===== config.mk =====
export PLATFORM = sky130hd
export DESIGN_NAME = pfba_word_eval
export DESIGN_NICKNAME = d
export VERILOG_FILES = /design/src/sv/pfba_pkg.sv /design/src/sv/pfba_word_eval.sv
export SDC_FILE = /design/constraint.sdc
export NUM_CORES = 1
export LEC_CHECK = 0
export BUFFER_PORTS_ARGS = -buffer_cell sky130_fd_sc_hd__buf_2
export CAP_MARGIN = 20
export CORE_MARGIN = 2
export CORE_UTILIZATION = 48
export DETAILED_ROUTE_END_ITERATION = 8
export GPL_ROUTABILITY_DRIVEN = 0
export PLACE_DENSITY = 0.78
export SYNTH_ARGS = -nofsm -noshare
export SYNTH_HDL_FRONTEND = slang
export SYNTH_SLANG_ARGS = --single-unit

===== constraint.sdc =====
create_clock -name vclk -period 6.6
set_clock_uncertainty 0.15 [all_clocks]
set_input_delay 1.32 -clock vclk [all_inputs]
set_output_delay 1.32 -clock vclk [all_outputs]
set_load 0.1 [all_outputs]

===== src/sv/pfba_pkg.sv =====
package pfba_pkg;

  localparam int PAGE_W  = 16;
  localparam int COUNT_W = 17;

  localparam logic [COUNT_W-1:0] COUNT_MAX   = 17'h1FFFF;
  localparam logic [COUNT_W-1:0] TOTAL_RESET = 17'd65536;

  typedef enum logic [2:0] {
    OP_REQUEST   = 3'd0,
    OP_FREE      = 3'd1,
    OP_LOCK      = 3'd2,
    OP_RESERVE   = 3'd3,
    OP_UNRESERVE = 3'd4
  } op_t;

  typedef enum logic [1:0] {
    ST_CLEAR,
    ST_IDLE,
    ST_EVAL
  } state_t;

  typedef struct packed {
    logic [2:0]        opcode;
    logic [PAGE_W-1:0] page_index;
  } in_item_t;

  typedef struct packed {
    logic               success;
    logic [PAGE_W-1:0]  granted_page;
    logic [COUNT_W-1:0] free_count;
    logic [COUNT_W-1:0] used_count;
    logic [COUNT_W-1:0] reserved_count;
  } out_item_t;

  // Result of looking at one bitmap word around a page position.
  typedef struct packed {
    logic               in_range;
    logic               found;
    logic               cur_bit;
    logic [COUNT_W-1:0] found_page;
    logic [COUNT_W-1:0] next_pos;
  } eval_t;

endpackage


===== src/sv/pfba_word_eval.sv =====
module pfba_word_eval #(
  parameter int SCAN_WORD_BITS = 32
) (
  input  logic [SCAN_WORD_BITS-1:0]   word,
  input  logic [pfba_pkg::COUNT_W-1:0] pos,
  input  logic [pfba_pkg::COUNT_W-1:0] lim,
  output pfba_pkg::eval_t             ev,
  output logic [SCAN_WORD_BITS-1:0]   found_mask,
  output logic [SCAN_WORD_BITS-1:0]   cur_mask
);

  import pfba_pkg::*;

  localparam int LOG_W = $clog2(SCAN_WORD_BITS);
  localparam int BW    = (LOG_W > 0) ? LOG_W : 1;

  logic [BW-1:0]             off;
  logic [BW-1:0]             first;
  logic [COUNT_W-1:0]        base;
  logic [COUNT_W-1:0]        span;
  logic [SCAN_WORD_BITS-1:0] cand;

  assign off  = BW'(32'(pos) % SCAN_WORD_BITS);
  assign base = pos & ~COUNT_W'(SCAN_WORD_BITS - 1);
  assign span = lim - base;

  // A candidate is a clear bit at or above the start offset and below the limit.
  always_comb begin
    cand  = '0;
    first = '0;
    for (int b = 0; b < SCAN_WORD_BITS; b++) begin
      cand[b] = !word[b] && (BW'(b) >= off) && (COUNT_W'(b) < span);
    end
    for (int b = SCAN_WORD_BITS - 1; b >= 0; b--) begin
      if (cand[b]) begin
        first = BW'(b);
      end
    end
  end

  assign found_mask = SCAN_WORD_BITS'(1) << first;
  assign cur_mask   = SCAN_WORD_BITS'(1) << off;

  assign ev.in_range   = pos < lim;
  assign ev.found      = (pos < lim) && (|cand);
  assign ev.cur_bit    = word[off];
  assign ev.found_page = base + COUNT_W'(first);
  assign ev.next_pos   = base + COUNT_W'(SCAN_WORD_BITS);

endmodule


# Word level (Yosys, flattened, before mapping)
# Cells that the tools add are included.
dict set report classes {
  n_lt_le_gt_ge 66
  n_reduce_logical 98
  mul 0
  shift 2
  bitwise_logic 0
  n_mux 34
  n_eq_ne 0
  n_addsub 3
  div 0
}
# op n
set op_table {}
lappend op_table {{5-bit by 17-bit less-than comparator with 1-bit output (first input constant)} 16}
lappend op_table {{5-bit 2-to-1 mux} 32}
lappend op_table {{4-bit by 17-bit less-than comparator with 1-bit output (first input constant)} 8}
lappend op_table {{5-bit greater-or-equal comparator (first input constant)} 16}
lappend op_table {{3-bit by 17-bit less-than comparator with 1-bit output (first input constant)} 4}
lappend op_table {{1-bit logical AND} 65}
lappend op_table {{1-bit by 5-bit << shifter with 32-bit output (first input constant)} 2}
lappend op_table {{4-bit by 5-bit greater-or-equal comparator with 1-bit output (first input constant)} 8}
lappend op_table {{1-bit by 17-bit less-than comparator with 1-bit output (first input constant)} 2}
lappend op_table {{2-bit by 17-bit less-than comparator with 1-bit output (first input constant)} 2}
lappend op_table {{1-bit logical NOT} 32}
lappend op_table {{32-bit OR reduction} 1}
lappend op_table {{3-bit by 5-bit greater-or-equal comparator with 1-bit output (first input constant)} 4}
lappend op_table {{17-bit by 5-bit adder with 17-bit output} 1}
lappend op_table {{17-bit by 6-bit adder with 17-bit output (second input constant)} 1}
lappend op_table {{17-bit less-than comparator} 1}
lappend op_table {{17-bit subtractor} 1}
lappend op_table {{1-bit by 5-bit greater-or-equal comparator with 1-bit output (first input constant)} 2}
lappend op_table {{2-bit by 5-bit greater-or-equal comparator with 1-bit output (first input constant)} 2}
lappend op_table {{5-bit by 6-bit less-than comparator with 1-bit output (second input constant)} 1}
lappend op_table {{1-bit binary-select mux with 5-bit select} 1}
lappend op_table {{1-bit 2-to-1 mux} 1}
dict set report totals {
  output_inout_bits 101
  in_bits 66
  reg_bits 0
  word_cells 203
  ram_bits 0
  latchBits 0
  romBits 0
  mem_count 0
}

# Longest topological paths before layout
# Gate-level depths: netlist (run 1).
dict set report logic_depth {
  word_depth 36
  ltp_mapped 16
  ltp_nobuf 14
}

# Worst setup path after synthesis (run 1)
# No wires, ideal clock.
dict set report synth_path {
  path_type {input -> output}
  start {in lim[5] in the netlist's numbering}
  end {out found_mask[17]}
  path_buffers 1
  required_ns 5.130
  arrival_ns 8.214
  stages 14
  slack_ns -3.084
  path_cell_list {inv_1 ha_1 fa_1 xor2_1 o2111ai_1 or3_4 a221oi_4 and2_1 buf_6 nand3_4 o31ai_4 nor2b_1 a21oi_2 nor4_1}
}
dict set report synth_via {
  elab_chain_len 36
  elab_cells_between_ends 98
  classes_between {add/sub (1); order compare (32); shift (1); mux (32); reduce/logical (32)}
}
# element line
set synth_lines {}
lappend synth_lines {{start, declared} pfba_word_eval.sv:6} ;# input logic [pfba_pkg::COUNT_W-1:0] lim,
lappend synth_lines {{17-bit subtractor *} pfba_word_eval.sv:25} ;# assign span = lim - base;
lappend synth_lines {{5-bit by 17-bit less-than comparator with 1-bit output} pfba_word_eval.sv:32} ;# cand[b] = !word[b] && (BW'(b) >= off) && (COUNT_W'(b) < span);
lappend synth_lines {{1-bit logical AND} pfba_word_eval.sv:32}
lappend synth_lines {{5-bit 2-to-1 mux (31 in a row)} pfba_word_eval.sv:35} ;# if (cand[b]) begin
lappend synth_lines {{5-bit 2-to-1 mux *} pfba_word_eval.sv:35}
lappend synth_lines {{1-bit by 5-bit << shifter with 32-bit output *} pfba_word_eval.sv:41} ;# assign found_mask = SCAN_WORD_BITS'(1) << first;
lappend synth_lines {{end, declared} pfba_word_eval.sv:8} ;# output logic [SCAN_WORD_BITS-1:0] found_mask,
# Mark *: on every way between the ends. The rest lies on a longest branch, timed or not.

# Final worst setup path (run 1)
dict set report layout_path {
  start {in pos[6] in the netlist's numbering}
  end {out found_mask[8]}
}
dict set report layout_via {
  elab_chain_len 36
  elab_cells_between_ends 98
  classes_between {add/sub (1); order compare (32); shift (1); mux (32); reduce/logical (32)}
}
# element line
set layout_lines {}
lappend layout_lines {{start, declared} pfba_word_eval.sv:5} ;# input logic [pfba_pkg::COUNT_W-1:0] pos,
lappend layout_lines {{17-bit subtractor *} pfba_word_eval.sv:25}
lappend layout_lines {{5-bit by 17-bit less-than comparator with 1-bit output} pfba_word_eval.sv:32}
lappend layout_lines {{1-bit logical AND} pfba_word_eval.sv:32}
lappend layout_lines {{5-bit 2-to-1 mux (31 in a row)} pfba_word_eval.sv:35}
lappend layout_lines {{5-bit 2-to-1 mux *} pfba_word_eval.sv:35}
lappend layout_lines {{1-bit by 5-bit << shifter with 32-bit output *} pfba_word_eval.sv:41}
# Marks and branches as above.

==> qor.tcl, run 1 <==
set qor(dp.final_hpwl_um) 11400
set qor(post_synth_design_cell_area_sq_um) 3790
set qor(tns_ps) 0
set qor(power.share.combinational_pct) 100.0
set qor(yosysTopAreaCell) {ha_1}
set qor(fp.dieW_um) 92.9
set qor(wl_met1_um) 5680
set qor(post-synth-top-area-fraction_pct) 9.24
set qor(syn_inst) 581
set qor(timing.final.max_slew_violations) 0
set qor(port_buffers) 162
set qor(synthMuxAreaShare_pct) 6.77
set qor(finalHoldViolations) 0
set qor(yosysMostFrequentCell) {nor2_1}
set qor(fin_worst_hold_slack_ps) 2890
set qor(drc) 2
set qor(post_drt_wl_per_cell_um) 18.6
set qor(critical_path_class) {in -> out}
set qor(die_h_um) 92.9
set qor(post_synth_fa_ha_maj_area_fraction_pct) 9.77
set qor(row_count) 32
set qor(final_min_period_over_clock_period_pct) 99.1
set qor(critical_path_required_ps) 5130
set qor(syn_area_per_cell_sq_um) 6.53
set qor(viasPerCell) 6.45
set qor(timing.critical_path.slowest_cell_delay_ps) 400
set qor(die_area_sq_um) 8620
set qor(synth_compound_gate_area_share_pct) 33.3
set qor(wl_met2_um) 7820
set qor(finalSetupViolCount) 0
set qor(post_layout_nonfiller_instances) 833
set qor(min-delay-path-class) {in -> out}
set qor(synth_commonest_cells) {nor2_1 (82), a21oi_1 (45), nand2_1 (36)}
set qor(worst_path_most_repeated_cell) {buf_6}
set qor(fraction_of_power_spent_switching_nets_pct) 68.0
set qor(seqPwrFrac_pct) 0
set qor(critical_path.cell_chain) {buf_2 -> buf_6 -> fa_2 -> nand2b_4 -> a21oi_2 -> xor2_1 -> a211oi_2 -> o2111ai_2 -> buf_6 -> o31a_1 -> a221o_1 -> nor4_4 -> buf_4 -> nor3_4 -> a21oi_4 -> nor4b_4 -> buf_12}
set qor(timing.critical_path.max_delay_family) {compound AO/OA/AOI/OAI gates}
set qor(run_status) {finished, violations left}
set qor(groute.usage.overall_pct) 31.1
set qor(synth_cell_type_count) 80
set qor(nClkBuffers) 0
set qor(num_vias) 5377
set qor(crit_slowest_cell) {fa_2}
set qor(synth_top_family_by_area) {simple AND/OR/NAND/NOR gates}
set qor(post_synthesis_xor_xnor_area_fraction_pct) 2.77
set qor(max_freq_mhz) 153
set qor(violations_in_the_final_reports) {design-rule violations}
set qor(nFlopsAndLatches) 0
set qor(worst_path_fanout_max) 7
set qor(post_layout_util_pct) 76.9
set qor(setup.worst_path.end_class) {primary output}
set qor(met3_length_um) 1390
set qor(sequential_standard_cell_area_sq_um) 0
set qor(drtIter0Drc) 738
set qor(initial_cell_density_of_the_core_pct) 49.3
set qor(synth-seq-area-share_pct) 0
set qor(p_sw_uw) 523
set qor(peakVddDrop_mv) 0.0909
set qor(max-slew-margin-rel_pct) 51.6
set qor(cap_viol_max_count) 0
set qor(postRouteWirelength_um) 15500
set qor(grt-ovfl-total) 0
set qor(placed_cells) 819
set qor(core_sq_um) 7690
set qor(grt_first_pass_wirelength_um) 22700
set qor(worst-slew-pin-transition_ps) 722
set qor(antenna_found_initial) 0
set qor(top_layer_used) {met4}
set qor(maximum_number_of_pins_on_one_net_before_global_route_repair) 32
set qor(grt_pass1_vias) 4783
set qor(worst-endpoint-arrival_ps) 5070
set qor(boundaryPins) 167
set qor(route.antenna.remaining_nets) 0
set qor(power_density_over_the_cells_nw_per_um2) 130
set qor(layout-drive-gt1-share_pct) 43.4
set qor(detailedRoute.firstPassIterationCount) 9
set qor(total_power_uw) 769
set qor(synthTopCellsByArea) {ha_1 (9.2%), nor2_1 (8.1%), a21oi_1 (5.9%), mux4_2 (5.9%), o21ai_0 (4.0%)}
set qor(worst_setup_path_start_kind) {input port}
set qor(power_report.internal_total_uw) 246
set qor(antenna_cells_inserted) 0
set qor(period_minus_slack_ps) 6540
set qor(nNetsFinal) 828
set qor(yosys_warnings) 0
set qor(power.leakage_uw) 0.00257
set qor(critical_path_buf_inv_count) 5
set qor(clock_power_share_pct) 0
set qor(syn2layout_area_growth_pct) 55.9
set qor(synthSimpleGateAreaFrac_pct) 35.9
==> path summary, 6_finish.rpt <==
check,start,endpoint,slack (ps),cells past startpoint
setup / recovery,pos[6],found_mask[8],60,17
hold / removal,pos[7],ev[24],2890,2
==> metrics by stage <==
stage	setup WS [ps]	instance area, sq um
floorplan	-1950	4140
global placement	-61.9	5530
detailed placement	-169	5530
CTS	-37.6	5550
global route	-44.7	5910
finish	60.4	5910
==> repair_timing <==
item | in CTS | in global routing
pin swaps | 0 | 19
hold buffers | 0 | 0
buffers inserted | 0 | 13
cloned | 0 | 1
setup endpoints to repair | 25 | 32
gates resized for setup | 4 | 61
==> area by class of cell <==
type | instances | area (sq um)
repair buffers | 201 | 1700
well taps | 102 | 128
multi-input cells | 495 | 3940
inverters | 35 | 146
fillers | 541 | 1780
==> cells by family after synthesis <==
logic type / after synthesis
and+or+nand+nor: 256
AOI/OAI and AO/OA: 180
buffers and inverters: 90
adders and majority gates: 29
muxes: 13
xor gates and xnor gates: 12
other: 1
==> power groups by stage <==
stage / clock network, uW / registers, uW / logic (uW)
floorplan: 0 / 0 / 513
global placement: 0 / 0 / 686
detailed placement: 0 / 0 / 698
CTS: 0 / 0 / 704
global route: 0 / 0 / 801
finish: 0 / 0 / 769
==> layout by cell type (no fill, tap or decap), types with 15 or more instances in the layout <==
cell and count:
a21oi_1 39, nor2_1 74, nand3_1 15, nand2_1 35
buf_4 32, buf_12 38, nor3_1 18, o21ai_0 27
nor3_4 15, buf_2 124, inv_1 26, ha_1 17
==> metal layers <==
metal,vias to the layer above,global-route usage (%)
li1,2427,-
met1,2462,39.3
met2,395,57.5
met3,93,2.03
met4,0,6.62
met5,-,0
Note: power is estimated with default switching activity, not from simulation.
==> inputs of run 2 (changes only) <==
--- a/config.mk
+++ b/config.mk
@@ -11,7 +11,8 @@
 export CORE_UTILIZATION = 48
 export DETAILED_ROUTE_END_ITERATION = 8
 export GPL_ROUTABILITY_DRIVEN = 0
-export PLACE_DENSITY = 0.78
+export PLACE_DENSITY_LB_ADDON = 0.15
 export SYNTH_ARGS = -nofsm -noshare
 export SYNTH_HDL_FRONTEND = slang
 export SYNTH_SLANG_ARGS = --single-unit
+export TNS_END_PERCENT = 20
==> constraint.sdc (replaced) <==
create_clock -name vclk -period 6.6
set_clock_uncertainty 0.15 [all_clocks]
set_input_delay 0.33 -clock vclk [all_inputs]
set_output_delay 0.33 -clock vclk [all_outputs]
set_load 0.1 [all_outputs]
==> run 2 against run 1 <==
Effect of this change: the run now ends clean; non-clock buffer count shrank 39; total power shrank 26%; global-route usage shrank 3.1 points; wire length shrank 18%; worst setup slack gained 1100 ps; critical path depth shrank 2; critical endpoint is now found_mask[9]; largest cell class unchanged.
==> qor.tcl, run 2 (synthesis results as in run 1) <==
set qor(run_status) {completed} ;# was finished, violations left
set qor(worst_path_most_repeated_cell) {buf_2} ;# was buf_6
set qor(worst-endpoint-arrival_ps) 4990 ;# was 5070 ps
set qor(setup.worst_path.end_class) {primary output} ;# unchanged
set qor(nNetsFinal) 789 ;# was 828
set qor(postRouteWirelength_um) 12700 ;# was 15,500 um
set qor(power_density_over_the_cells_nw_per_um2) 127 ;# was 130 nW/um^2
set qor(min-delay-path-class) {in -> out} ;# unchanged
set qor(route.antenna.remaining_nets) 0 ;# unchanged
set qor(dp.final_hpwl_um) 10200 ;# was 11,400 um
set qor(boundaryPins) 167 ;# unchanged
set qor(grt-ovfl-total) 0 ;# unchanged
set qor(post_layout_util_pct) 58.4 ;# was 76.9%
set qor(cp_num_cells) 15 ;# was 17
set qor(nClkBuffers) 0 ;# unchanged
set qor(maximum_number_of_pins_on_one_net_before_global_route_repair) 32 ;# unchanged
set qor(initial_cell_density_of_the_core_pct) 49.3 ;# unchanged
set qor(setup_slack_at_placement_ps) 1260 ;# was -169 ps
set qor(timing.critical_path.slowest_cell_delay_ps) 760 ;# was 400 ps
set qor(syn2layout_area_growth_pct) 18.5 ;# was 55.9%
set qor(layout_commonest_cell) {buf_2} ;# unchanged
set qor(antenna_found_initial) 0 ;# unchanged
set qor(worst_path_fanout_max) 13 ;# was 7
set qor(fp.dieW_um) 92.9 ;# unchanged
set qor(worst-slew-pin-transition_ps) 1190 ;# was 722 ps
set qor(drc) 0 ;# was 2
set qor(layout.filler_cells) 752 ;# was 541
set qor(die_h_um) 92.9 ;# unchanged
set qor(crit_slowest_cell) {nor3_2} ;# was fa_2
set qor(critical_path_buf_inv_count) 3 ;# was 5
set qor(antenna_cells_inserted) 0 ;# unchanged
set qor(row_count) 32 ;# unchanged
set qor(layout-drive-gt1-share_pct) 31.9 ;# was 43.4%
set qor(nFlopsAndLatches) 0 ;# unchanged
set qor(cap_viol_max_count) 0 ;# unchanged
set qor(cts_hold_buffers) 0 ;# unchanged
set qor(multi_input_comb_area_sq_um) 3420 ;# was 3940 sq um
set qor(timing.final.max_slew_violations) 0 ;# unchanged
set qor(power.leakage_uw) 0.00211 ;# was 0.00257 uW
set qor(layout_common_cells) {buf_2 (162), nor2_1 (81), a21oi_1 (45)} ;# was buf_2 (124), nor2_1 (74), a21oi_1 (39)
set qor(drtIter0Drc) 410 ;# was 738
set qor(groute.usage.overall_pct) 28.0 ;# was 31.1%
set qor(grt_first_pass_wirelength_um) 20500 ;# was 22,700 um
set qor(num_vias) 4840 ;# was 5,377
set qor(setup_repair_after_global_routing_missed_its_margin) {no}
set qor(detailedRoute.firstPassIterationCount) 5 ;# was 9
set qor(port_buffers) 162 ;# unchanged
set qor(timing.critical_path.max_delay_family) {compound AO/OA/AOI/OAI gates} ;# unchanged
set qor(max_freq_mhz) 183 ;# was 153 MHz
set qor(timing.hold.worst_path_depth) 2 ;# unchanged
set qor(core_sq_um) 7690 ;# unchanged
set qor(sequential_standard_cell_area_sq_um) 0 ;# unchanged
set qor(viasPerCell) 6.10 ;# was 6.45
set qor(final_min_period_over_clock_period_pct) 82.9 ;# was 99.1%
set qor(finalWorstSetupSlack_ps) 1130 ;# was 60.4 ps
set qor(fin_worst_hold_slack_ps) 916 ;# was 2890 ps
set qor(die_area_sq_um) 8620 ;# unchanged
set qor(max-slew-margin-rel_pct) 20.5 ;# was 51.6%
set qor(critical_path_class) {in -> out} ;# unchanged
set qor(finalSetupViolCount) 0 ;# unchanged
set qor(post_cts_resized) 0 ;# was 4
set qor(grt_pass1_vias) 4501 ;# was 4,783
set qor(post_drt_wl_per_cell_um) 16.0 ;# was 18.6 um
set qor(finalHoldViolations) 0 ;# unchanged
set qor(period_minus_slack_ps) 5470 ;# was 6540 ps
set qor(post-cts-setup-buffers) 0 ;# unchanged
set qor(worst_setup_path_start_kind) {input port} ;# unchanged
set qor(peakVddDrop_mv) 0.0725 ;# was 0.0909 mV
set qor(critical_path_required_ps) 6120 ;# was 5130 ps
set qor(critical_path.cell_chain) {buf_2 -> inv_1 -> ha_1 -> a211oi_2 -> o21bai_1 -> or4_1 -> nand4_1 -> o2111ai_1 -> o21ai_0 -> o2111a_1 -> nor4_2 -> nor3_2 -> a21oi_4 -> nor4_1 -> buf_2} ;# was buf_2 -> buf_6 -> fa_2 -> nand2b_4 -> a21oi_2 -> xor2_1 -> a211oi_2 -> o2111ai_2 -> buf_6 -> o31a_1 -> a221o_1 -> nor4_4 -> buf_4 -> nor3_4 -> a21oi_4 -> nor4b_4 -> buf_12
run 2: changes by cell type in the layout (fill, tap and decap cells not counted), moves of 8 or more:
cell    previous run  this run
buf_12            38         0
nor3_4            15         0
buf_2            124       162
nor3_1            18        27
ha_1              17        27
ha_4               9         1
buf_4             32         0
nor2_4            10         0
run 2: per-layer routing:
metal | part of all wire, % | global-route usage [%] | routed length [um] | vias to the layer above
met1 | 40 | 35.4 | 5110 | 2188
met5 | 0 | 0 | 0 | -
li1 | - | - | - | 2340
met2 | 50 | 50.6 | 6300 | 272
met4 | 2.2 | 7.84 | 280 | 0
met3 | 7.7 | 2.12 | 972 | 40
run 2: metrics by stage:
stage	power [uW]	area (sq um)	TNS (ps)	std cells
floorplan	474	3860	-769	585
global placement	561	4490	0	794
detailed placement	565	4490	0	794
CTS	567	4490	0	794
global route	610	4490	0	794
finish	573	4490	0	794
run 2: path summary, 6_finish.rpt:
| kind | slack [ps] | endpoint | startpoint |
|---|---|---|---|
| setup / recovery | 1130 | found_mask[9] | pos[9] |
| hold / removal | 920 | ev[33] | pos[16] |
run 2: final cells by class:
type | instances | share of cell area, %
Inverter | 35 | 2.92
Timing Repair Buffer | 162 | 18.1
Tap cell | 102 | 2.84
Multi-Input combinational cell | 495 | 76.2
run 2: where the power goes:
part           switching, uW  leakage, uW  internal (uW)
logic                    437      0.00211            135
clock network              0            0              0
registers                  0            0              0
